===== src/design/vic_pkg.sv =====
// vic_pkg: shared constants, codes, types and a bit-scan helper for the vectored
// interrupt controller. No dependencies.
`default_nettype none

package vic_pkg;

   localparam int NUM_SOURCES   = 1024;
   localparam int NUM_OUT_LINES = 8;
   localparam int WORDS_MAX     = 32;
   localparam int NUM_WORDS     = (NUM_SOURCES + 31) / 32;
   localparam int GRP_DEPTH     = 4 * WORDS_MAX;
   localparam int GRP_AW        = $clog2(GRP_DEPTH);
   localparam int QUEUE_DEPTH   = 2;

   // command codes
   localparam logic [2:0] CMD_WRITE = 3'd0;
   localparam logic [2:0] CMD_READ  = 3'd1;
   localparam logic [2:0] CMD_LINE  = 3'd2;
   localparam logic [2:0] CMD_FAST  = 3'd3;
   localparam logic [2:0] CMD_RESET = 3'd4;

   // register block codes
   localparam logic [3:0] BLK_VID0    = 4'd0;
   localparam logic [3:0] BLK_VGRP    = 4'd1;
   localparam logic [3:0] BLK_ENABLE  = 4'd2;
   localparam logic [3:0] BLK_EN_CLR  = 4'd3;
   localparam logic [3:0] BLK_EN_SET  = 4'd4;
   localparam logic [3:0] BLK_TYPE    = 4'd5;
   localparam logic [3:0] BLK_STATUS  = 4'd6;
   localparam logic [3:0] BLK_CLEAR   = 4'd7;
   localparam logic [3:0] BLK_SOFT    = 4'd8;
   localparam logic [3:0] BLK_PENDING = 4'd9;
   localparam logic [3:0] BLK_GRP0    = 4'd10;
   localparam logic [3:0] BLK_GRP1    = 4'd11;
   localparam logic [3:0] BLK_GRP2    = 4'd12;
   localparam logic [3:0] BLK_GRP3    = 4'd13;

   // fast command codes
   localparam logic [1:0] FC_ENABLE  = 2'd0;
   localparam logic [1:0] FC_DISABLE = 2'd1;
   localparam logic [1:0] FC_SOFT    = 2'd2;
   localparam logic [1:0] FC_BAD     = 2'd3;

   typedef enum logic [4:0] {
      OP_NOP, OP_BAD, OP_VID0_WR, OP_EN_WR, OP_EN_CLR, OP_EN_SET,
      OP_TYPE_WR, OP_STAT_WR, OP_CLR_WR, OP_SOFT_WR, OP_PEND_WR,
      OP_GRP_WR, OP_RD_REG, OP_RD_GRP, OP_RD_ZERO, OP_LINE, OP_FAST,
      OP_RESET
   } op_type;

   typedef struct packed {
      op_type      op;
      logic [3:0]  blk;
      logic [4:0]  word;
      logic [1:0]  grp;
      logic [31:0] data;
      logic [9:0]  irq;
      logic        level;
   } item_type;

   typedef enum logic [2:0] {
      BK_IDLE, BK_EXEC, BK_RDWAIT, BK_STAT, BK_PEND, BK_GRPWAIT, BK_DONE
   } bk_state_type;

   // index of the lowest set bit (0 when none)
   function automatic logic [4:0] lowest_bit(input logic [31:0] v);
      logic [4:0] idx;
      idx = '0;
      for (int i = 31; i >= 0; i--) begin
         if (v[i]) idx = 5'(i);
      end
      return idx;
   endfunction

endpackage

`default_nettype wire


===== src/design/vic_if.sv =====
// vic_req_if / vic_rsp_if: valid-ready channels for request and response
// transactions. Depends on nothing.
`default_nettype none

interface vic_req_if;
   logic        valid;
   logic        ready;
   logic [2:0]  command;
   logic [3:0]  reg_block;
   logic [4:0]  word_index;
   logic [31:0] write_data;
   logic [9:0]  irq_number;
   logic        line_level;
   modport source (output valid, command, reg_block, word_index, write_data,
                   irq_number, line_level, input ready);
   modport sink   (input valid, command, reg_block, word_index, write_data,
                   irq_number, line_level, output ready);
endinterface


`default_nettype wire


===== src/design/vic_front.sv =====
// vic_front: accepts request transactions, decodes them into operations
// and queues them for the back end. Depends on vic_pkg and vic_req_if.
`default_nettype none

module vic_front
   import vic_pkg::*;
(
   input  wire logic clock,
   input  wire logic reset,
   vic_req_if.sink   req,
   output item_type  q_item,
   output logic      q_valid,
   input  wire logic q_pop
);

   item_type   dec;
   logic       word_ok;
   logic       push;
   item_type   buf_ff [QUEUE_DEPTH];
   logic       wp_ff, wp_in, rp_ff, rp_in;
   logic [1:0] cnt_ff, cnt_in;

   // classify the transaction
   always_comb begin
      word_ok   = {1'b0, req.word_index} < 6'(NUM_WORDS);
      dec.blk   = req.reg_block;
      dec.word  = req.word_index;
      dec.grp   = 2'(req.reg_block - BLK_GRP0);
      dec.data  = req.write_data;
      dec.irq   = req.irq_number;
      dec.level = req.line_level;
      dec.op    = OP_NOP;
      case (req.command)
         CMD_WRITE: begin
            if (req.reg_block == BLK_VID0) begin
               dec.op = (req.word_index == 5'd0) ? OP_VID0_WR : OP_BAD;
            end else if (req.reg_block == BLK_VGRP || req.reg_block > BLK_GRP3
                         || !word_ok) begin
               dec.op = OP_BAD;
            end else begin
               case (req.reg_block) inside
                  BLK_ENABLE:  dec.op = OP_EN_WR;
                  BLK_EN_CLR:  dec.op = OP_EN_CLR;
                  BLK_EN_SET:  dec.op = OP_EN_SET;
                  BLK_TYPE:    dec.op = OP_TYPE_WR;
                  BLK_STATUS:  dec.op = OP_STAT_WR;
                  BLK_CLEAR:   dec.op = OP_CLR_WR;
                  BLK_SOFT:    dec.op = OP_SOFT_WR;
                  BLK_PENDING: dec.op = OP_PEND_WR;
                  default:     dec.op = OP_GRP_WR;
               endcase
            end
         end
         CMD_READ: begin
            if (req.reg_block == BLK_VID0) begin
               dec.op = (req.word_index == 5'd0) ? OP_RD_REG : OP_BAD;
            end else if (req.reg_block == BLK_VGRP) begin
               dec.op = (req.word_index < 5'd4) ? OP_RD_REG : OP_BAD;
            end else if (req.reg_block > BLK_GRP3 || !word_ok) begin
               dec.op = OP_BAD;
            end else begin
               case (req.reg_block) inside
                  BLK_EN_CLR, BLK_EN_SET, BLK_SOFT: dec.op = OP_RD_ZERO;
                  BLK_GRP0, BLK_GRP1, BLK_GRP2, BLK_GRP3: dec.op = OP_RD_GRP;
                  default: dec.op = OP_RD_REG;
               endcase
            end
         end
         CMD_LINE:  dec.op = OP_LINE;
         CMD_FAST:  dec.op = OP_FAST;
         CMD_RESET: dec.op = OP_RESET;
         default:   dec.op = OP_NOP;
      endcase
   end

   // two-entry queue toward the back end
   assign req.ready = (cnt_ff != 2'(QUEUE_DEPTH));
   assign push      = req.valid && req.ready;
   assign q_valid   = (cnt_ff != 2'd0);
   assign q_item    = buf_ff[rp_ff];

   always_comb begin
      wp_in  = push  ? ~wp_ff : wp_ff;
      rp_in  = q_pop ? ~rp_ff : rp_ff;
      cnt_in = cnt_ff + 2'(push) - 2'(q_pop);
   end

   always_ff @(posedge clock) begin
      if (reset) begin
         wp_ff  <= 1'b0;
         rp_ff  <= 1'b0;
         cnt_ff <= 2'd0;
      end else begin
         wp_ff  <= wp_in;
         rp_ff  <= rp_in;
         cnt_ff <= cnt_in;
      end
   end

   always_ff @(posedge clock) begin
      if (push) buf_ff[wp_ff] <= dec;
   end

endmodule

`default_nettype wire


===== src/flat_wrapper.sv =====
// flat-port wrapper written by rule: the top's interface ports become plain ports
module vic_front_flat import vic_pkg::*;
  (clock, reset, q_item, q_valid, q_pop, req_valid, req_command, req_reg_block, req_word_index, req_write_data, req_irq_number, req_line_level, req_ready);
  vic_req_if req_i ();
  input  wire logic clock;
  input  wire logic reset;
  output item_type q_item;
  output logic q_valid;
  input  wire logic q_pop;
  input wire logic [$bits(req_i.valid)-1:0] req_valid;
  input wire logic [$bits(req_i.command)-1:0] req_command;
  input wire logic [$bits(req_i.reg_block)-1:0] req_reg_block;
  input wire logic [$bits(req_i.word_index)-1:0] req_word_index;
  input wire logic [$bits(req_i.write_data)-1:0] req_write_data;
  input wire logic [$bits(req_i.irq_number)-1:0] req_irq_number;
  input wire logic [$bits(req_i.line_level)-1:0] req_line_level;
  output wire logic [$bits(req_i.ready)-1:0] req_ready;
  assign req_i.valid = req_valid;
  assign req_i.command = req_command;
  assign req_i.reg_block = req_reg_block;
  assign req_i.word_index = req_word_index;
  assign req_i.write_data = req_write_data;
  assign req_i.irq_number = req_irq_number;
  assign req_i.line_level = req_line_level;
  assign req_ready = req_i.ready;
  vic_front u_core (.clock(clock), .reset(reset), .req(req_i), .q_item(q_item), .q_valid(q_valid), .q_pop(q_pop));
endmodule

===== config.mk =====
export PLATFORM = sky130hd
export DESIGN_NAME = vic_front_flat
export DESIGN_NICKNAME = d
export VERILOG_FILES = /design/src/design/vic_pkg.sv /design/src/design/vic_if.sv /design/src/design/vic_front.sv /design/src/flat_wrapper.sv
export SDC_FILE = /design/constraint.sdc
export NUM_CORES = 1
export LEC_CHECK = 0
export ABC_AREA = 1
export BUFFER_PORTS_ARGS = -buffer_cell sky130_fd_sc_hd__buf_2
export CAP_MARGIN = 25
export CELL_PAD_IN_SITES_DETAIL_PLACEMENT = 1
export CELL_PAD_IN_SITES_GLOBAL_PLACEMENT = 1
export CORE_ASPECT_RATIO = 0.75
export CORE_MARGIN = 4
export CORE_UTILIZATION = 47
export CTS_CLUSTER_SIZE = 28
export DETAILED_ROUTE_END_ITERATION = 12
export GPL_TIMING_DRIVEN = 0
export PLACE_DENSITY = 0.8
export SYNTH_ARGS = -nofsm -noshare
export SYNTH_HDL_FRONTEND = slang
export SYNTH_SLANG_ARGS = --single-unit

===== constraint.sdc =====
create_clock -name clock -period 5.8 [get_ports clock]
set_input_delay 1.16 -clock clock [delete_from_list [all_inputs] [get_ports clock]]
set_output_delay 1.16 -clock clock [all_outputs]
set_load 0.01 [all_outputs]

---- Word-level counts from Yosys, hierarchy flattened ----
Memory sizes are Yosys's and may differ from the RTL's. A register that Yosys moved wholly into a read port is not among the register bits.
Cells that the tools add are included.
word-level totals
  input port bits ......................... 59
  bits in latches ......................... 0
  memories ................................ 1
  memory bits (read-only) ................. 0
  memory bits (writable) .................. 118
  bits in registers ....................... 4
operators by class
  bitwise logic cells ..................... 2
  shifts and indexed selects .............. 0
  equality and inequality tests ........... 18
  reduce and logical (&&, ||, !) cells .... 8
  mux-type cells .......................... 23
  div/mod/pow operators ................... 0
  $lt $le $gt $ge ......................... 2
  add/subtract/negate cells ............... 3
  multipliers ............................. 0
memory list
  memory         depth  bits a word  read ports  clocked after memory_dff  write ports  RTL line         RTL
  u_core.buf_ff  2      59           1           1                         1            vic_front.sv:19  item_type buf_ff [QUEUE_DEPTH];
operators with widths
  operator                                                               count
  5-bit two-way mux                                                      13
  5-bit one-hot mux with 5 select lines                                  1
  4-bit == test (second input constant)                                  6
  4-bit by 3-bit == test with 1-bit output (second input constant)       4
  4-bit by 2-bit == test with 1-bit output (second input constant)       2
  4-bit two-way mux                                                      2
  3-bit by 2-bit == test with 1-bit output (second input constant)       2
  1-bit two-way mux                                                      6
  5-bit zero test                                                        1
  5-bit by 3-bit < comparator with 1-bit output (second input constant)  1
  4-bit by 1-bit == test with 1-bit output (second input constant)       1
  4-bit greater-than comparator (second input constant)                  1
  4-bit zero test                                                        1
  4-bit OR reduction                                                     1
  3-bit by 1-bit == test with 1-bit output (second input constant)       1
  3-bit == test (second input constant)                                  1
  3-bit zero test                                                        1
  3-bit OR reduction                                                     1
  2-bit by 1-bit adder with 2-bit output                                 1
  2-bit two-way mux                                                      1
  2-bit != test (second input constant)                                  1
  1-bit inverter                                                         2
  2-bit nonzero test                                                     1
  2-bit by 1-bit subtractor with 2-bit output                            1
  3 further kinds                                                        3

---- Logic depth before layout (Yosys ltp) ----
  depth after elaboration ................. 12
  mapped depth ............................ 9
  gate-level depth less buffers ........... 9

---- Worst setup path before layout ----
OpenSTA, ideal clock, no wires.
  kind .................................... input to register
  from .................................... input req_valid
  to ...................................... memory u_core.buf_ff[1][0] in the netlist's numbering (enable)
  setup slack ............................. 1619 ps
  path buffers ............................ 0
  arrival ................................. 3705 ps
  stages .................................. 2
  library setup time ...................... 475 ps
  cells stage by stage .................... nand2_1 > nor2_1
on the way
  cells in the longest elaborated chain, start to end .. 3
RTL lines
  item                                     RTL line            RTL
  start: declaration                       flat_wrapper.sv:10  input wire logic [$bits(req_i.valid)-1:0] req_valid;
  1-bit logical AND                        vic_front.sv:78     assign push = req.valid && req.ready;
  1-bit two-way mux                        vic_front.sv:101    if (push) buf_ff[wp_ff] <= dec;
  1-bit two-way mux (not written as such)  vic_front.sv:101
  end: declaration                         vic_front.sv:19
No other way between the ends.

==> results by group <==
STA
  – Worst Tran Pin Value: ~0.96 ns
  – Max transition margin: 0.3556
  – Unrepaired setup endpoints after global routing: false
  – Peak Freq: ~350 MHz
  – Setup TNS: 0 ns
  – Post-route clock period utilization: 0.4977
  – Final Hold Fails: 0
  – Final WS setup: roughly 2.9 ns
  – Final slew viol count: 0
  – Setup violators final: 0
  – Skew final: approximately 0.0098 ns
  – Crit path time final: 2.887 ns

Die
  – Die Height: 95.24 um
  – Initial Util: 0.4880
  – Full die area: about 12,000 sq um
  – Top-level I/O count: 120
  – Core box area: 9774 sq um
  – Chip Width: between 100 and 150 um
  – Row cnt: 31

Synthesis
  – Sequential share of the synthesized area: 0.7513
  – Yosys warning count: 0
  – #FFs+latches synth: 121
  – Synth Net Count: 331
  – Commonest cells in the netlist: edfxtp_1 (116), mux2_2 (38), nand2_1 (21)
  – Most used DFF post-synth: edfxtp_1
  – Syn Inst Count: 270
  – Synth cell types: 25
  – Syn Area/Cell: 17.67 sq um
  – Cell area after synthesis: about 4800 sq um
  – FFs w/ async S/R, synth: 0
  – Largest cells by area after synthesis: edfxtp_1 (73%), mux2_2 (9.0%), mux2_4 (6.3%)
  – Post-synth top area cell: edfxtp_1
  – Yosys top cell area share: 0.7303
  – Count leader, synth: edfxtp_1
  – EDFF count, synth: between 100 and 150

CTS
  – Register clock-pin slew on the reported worst setup and hold paths: approximately 0.050 ns
  – Clk sinks: between 100 and 150
  – H-tree depth: 4
  – CTS max path bufs: 2
  – Post-CTS setup buffers: 0
  – Clock latency on the worst-skew pair: approximately 0.4 ns
  – Post-CTS Hold Buffers: 0
  – CTS buffer count: 17
  – Post-CTS sizing: 0
  – CTS Root Cell: clkbuf_16
  – CTS tree: yes

Flow run
  – # Max-Cap Violations: 0

Final layout
  – Nets: between 400 and 500
  – Antenna Cells: 0
  – Layout area overhead: 29.38%
  – Share of cells above drive strength 1: 0.5248
  – # fillers: 950

Place
  – Port bufs: approximately 120
  – GP Congestion: ~0.8
  – DP HPWL: ~7000 um
  – Setup WS pre-CTS: 2.972 ns

Global routing
  – GRT Resource Usage Total: 0.1860
  – Largest net degree at the start of global routing: 32
  – Total global routing overflow: 0
  – Global-route wire length before repair: about 16,000 um
  – Vias in the first global route: around 3,100
  – Antenna violations before repair: 0

Setup path
  – CP endpoint kind: output port
  – Data required time of the critical path: 4.64 ns
  – Start of the worst register-to-register path: u_core.cnt_ff[0]$_SDFF_PP0_
  – Crit-path max FO: 10
  – Critical Path Start Type: flip-flop
  – CP arrival: 1.73 ns
  – R2r setup slk: about 3.7 ns
  – CP Class: reg -> out
  – R2R Path End: u_core.buf_ff[0][35]$_DFFE_PP_
  – R2R cell count: 5

Hold path
  – Hold Path Cell Cnt: 2
  – Worst hold-check path type: reg -> reg
  – Min-delay src: u_core.rp_ff$_SDFFE_PP0P_
  – WHS Endpoint: u_core.rp_ff$_SDFFE_PP0P_

Outcome
  – Status: finished, final reports clean

Route
  – Final ANT Viol Nets: 0
  – DR vias/cell: 4.946
  – DRT Pass-1 Iters: 4
  – # DRC: 0
  – Via count: between 2,000 and 3,000
  – Drt first-iter violations: around 110
  – Wire per inst: approximately 19 um
  – WL final: around 10,000 um

Power and ir drop
  – P per Cell Area: 396.1 nW/um^2
  – Leakage power: ~2.5 nW
  – Worst vdd ir: between 0.2 and 0.3 mV
==> state kept, by name (all words and copies together), names as in the netlist, named ones only <==
name           flops
u_core.buf_ff    116
u_core.wp_ff       1
u_core.rp_ff       1
u_core.cnt_ff      2
==> kinds of logic after synthesis <==
group	count (synthesis)	synth area share
multiplexers	58	0.1527
adder cells (fa/ha/maj)	2	0.005246
AO/OA/AOI/OAI	6	0.007082
XOR/XNOR	2	0.003673
AND/OR/NAND/NOR	55	0.05326
buffers and inverters	26	0.02676
flip-flops	121	0.7513
==> power breakdown <==
part           leakage, nW  switching [mW]  total, mW  internal [mW]
clock network        0.281           0.359       1.03          0.668
registers             1.12          0.0243       1.08           1.06
logic                 1.07           0.183      0.333          0.150
total                 2.48           0.566       2.44           1.88
==> metrics by stage <==
step	total power [mW]	hold slack (ns)	instance area, sq um	std cells	util
6_report	2.444	0.5174	6171	555	0.6313
5_1_grt	2.552	0.5393	6171	555	0.6313
4_1_cts	2.473	0.5240	6171	555	0.6313
2_1_floorplan	1.292	0.4799	4770	270	-
3_5_place_dp	1.435	0.5088	5585	523	0.5714
3_3_place_gp	1.417	0.4967	5530	521	0.5658
==> layer usage <==
metal / vias to the layer above / routed length (um) / part of all wire / GRT usage
met2: 80 / 5563 / 0.53 / 0.3314
met5: - / 0 / 0 / 0
li1: 1291 / - / - / -
met1: 1368 / 4278 / 0.41 / 0.2097
met3: 6 / 567 / 0.054 / 0.07503
met4: 0 / 65 / 0.0062 / 0.05383
==> cell type report <==
cell class | count | area (sq um) | share of cell area
sequential | 121 | 3583 | 0.5807
multi-input combinational | 123 | 1074 | 0.1740
timing repair buffer | 121 | 635.6 | 0.1030
clock buffer | 18 | 429.2 | 0.06955
inverter | 19 | 71.32 | 0.01156
clock inverter | 14 | 156.4 | 0.02534
tap | 132 | 165.2 | 0.02676
buffer | 7 | 56.30 | 0.009124
==> how the worst max path moves through the flow <==
stage / start / endpoint / slack [ns] / cells past startpoint
2_1_floorplan: req_valid / u_core.buf_ff[1][0]$_DFFE_PP_ / 1.62 / 2
3_3_place_gp: req_valid / u_core.buf_ff[1][35]$_DFFE_PP_ / 0.09 / 3
3_5_place_dp: req_valid / u_core.buf_ff[0][20]$_DFFE_PP_ / 2.97 / 4
4_1_cts: flip-flop / q_item[50] / 2.87 / 4
5_1_grt: flip-flop / q_item[50] / 2.80 / 4
6_report: flip-flop / q_item[50] / 2.91 / 4
==> cells in the final DEF, fill, tap and decap left out, types with 2 or more instances in the layout <==
cell / instances
edfxtp_1: 116
buf_12: 2
inv_1: 18
mux2_4: 20
bufinv_16: 3
nand2_1: 21
nand3_1: 11
nand2_2: 3
nand4_1: 3
nor2_4: 3
buf_6: 3
buf_2: 122
a21oi_1: 4
clkinv_4: 4
clkbuf_16: 17
nor2_1: 9
nor3_1: 2
ha_1: 2
mux2_2: 38
clkinv_1: 5
dfxtp_1: 5
==> critical path: stages (launching register included) <==
cell and delay (ns):
dfxtp_1 0.37, buf_2 0.32, mux2_2 0.38, buf_4 0.13, buf_2 0.13
Note: power is estimated with default switching activity, not from simulation.
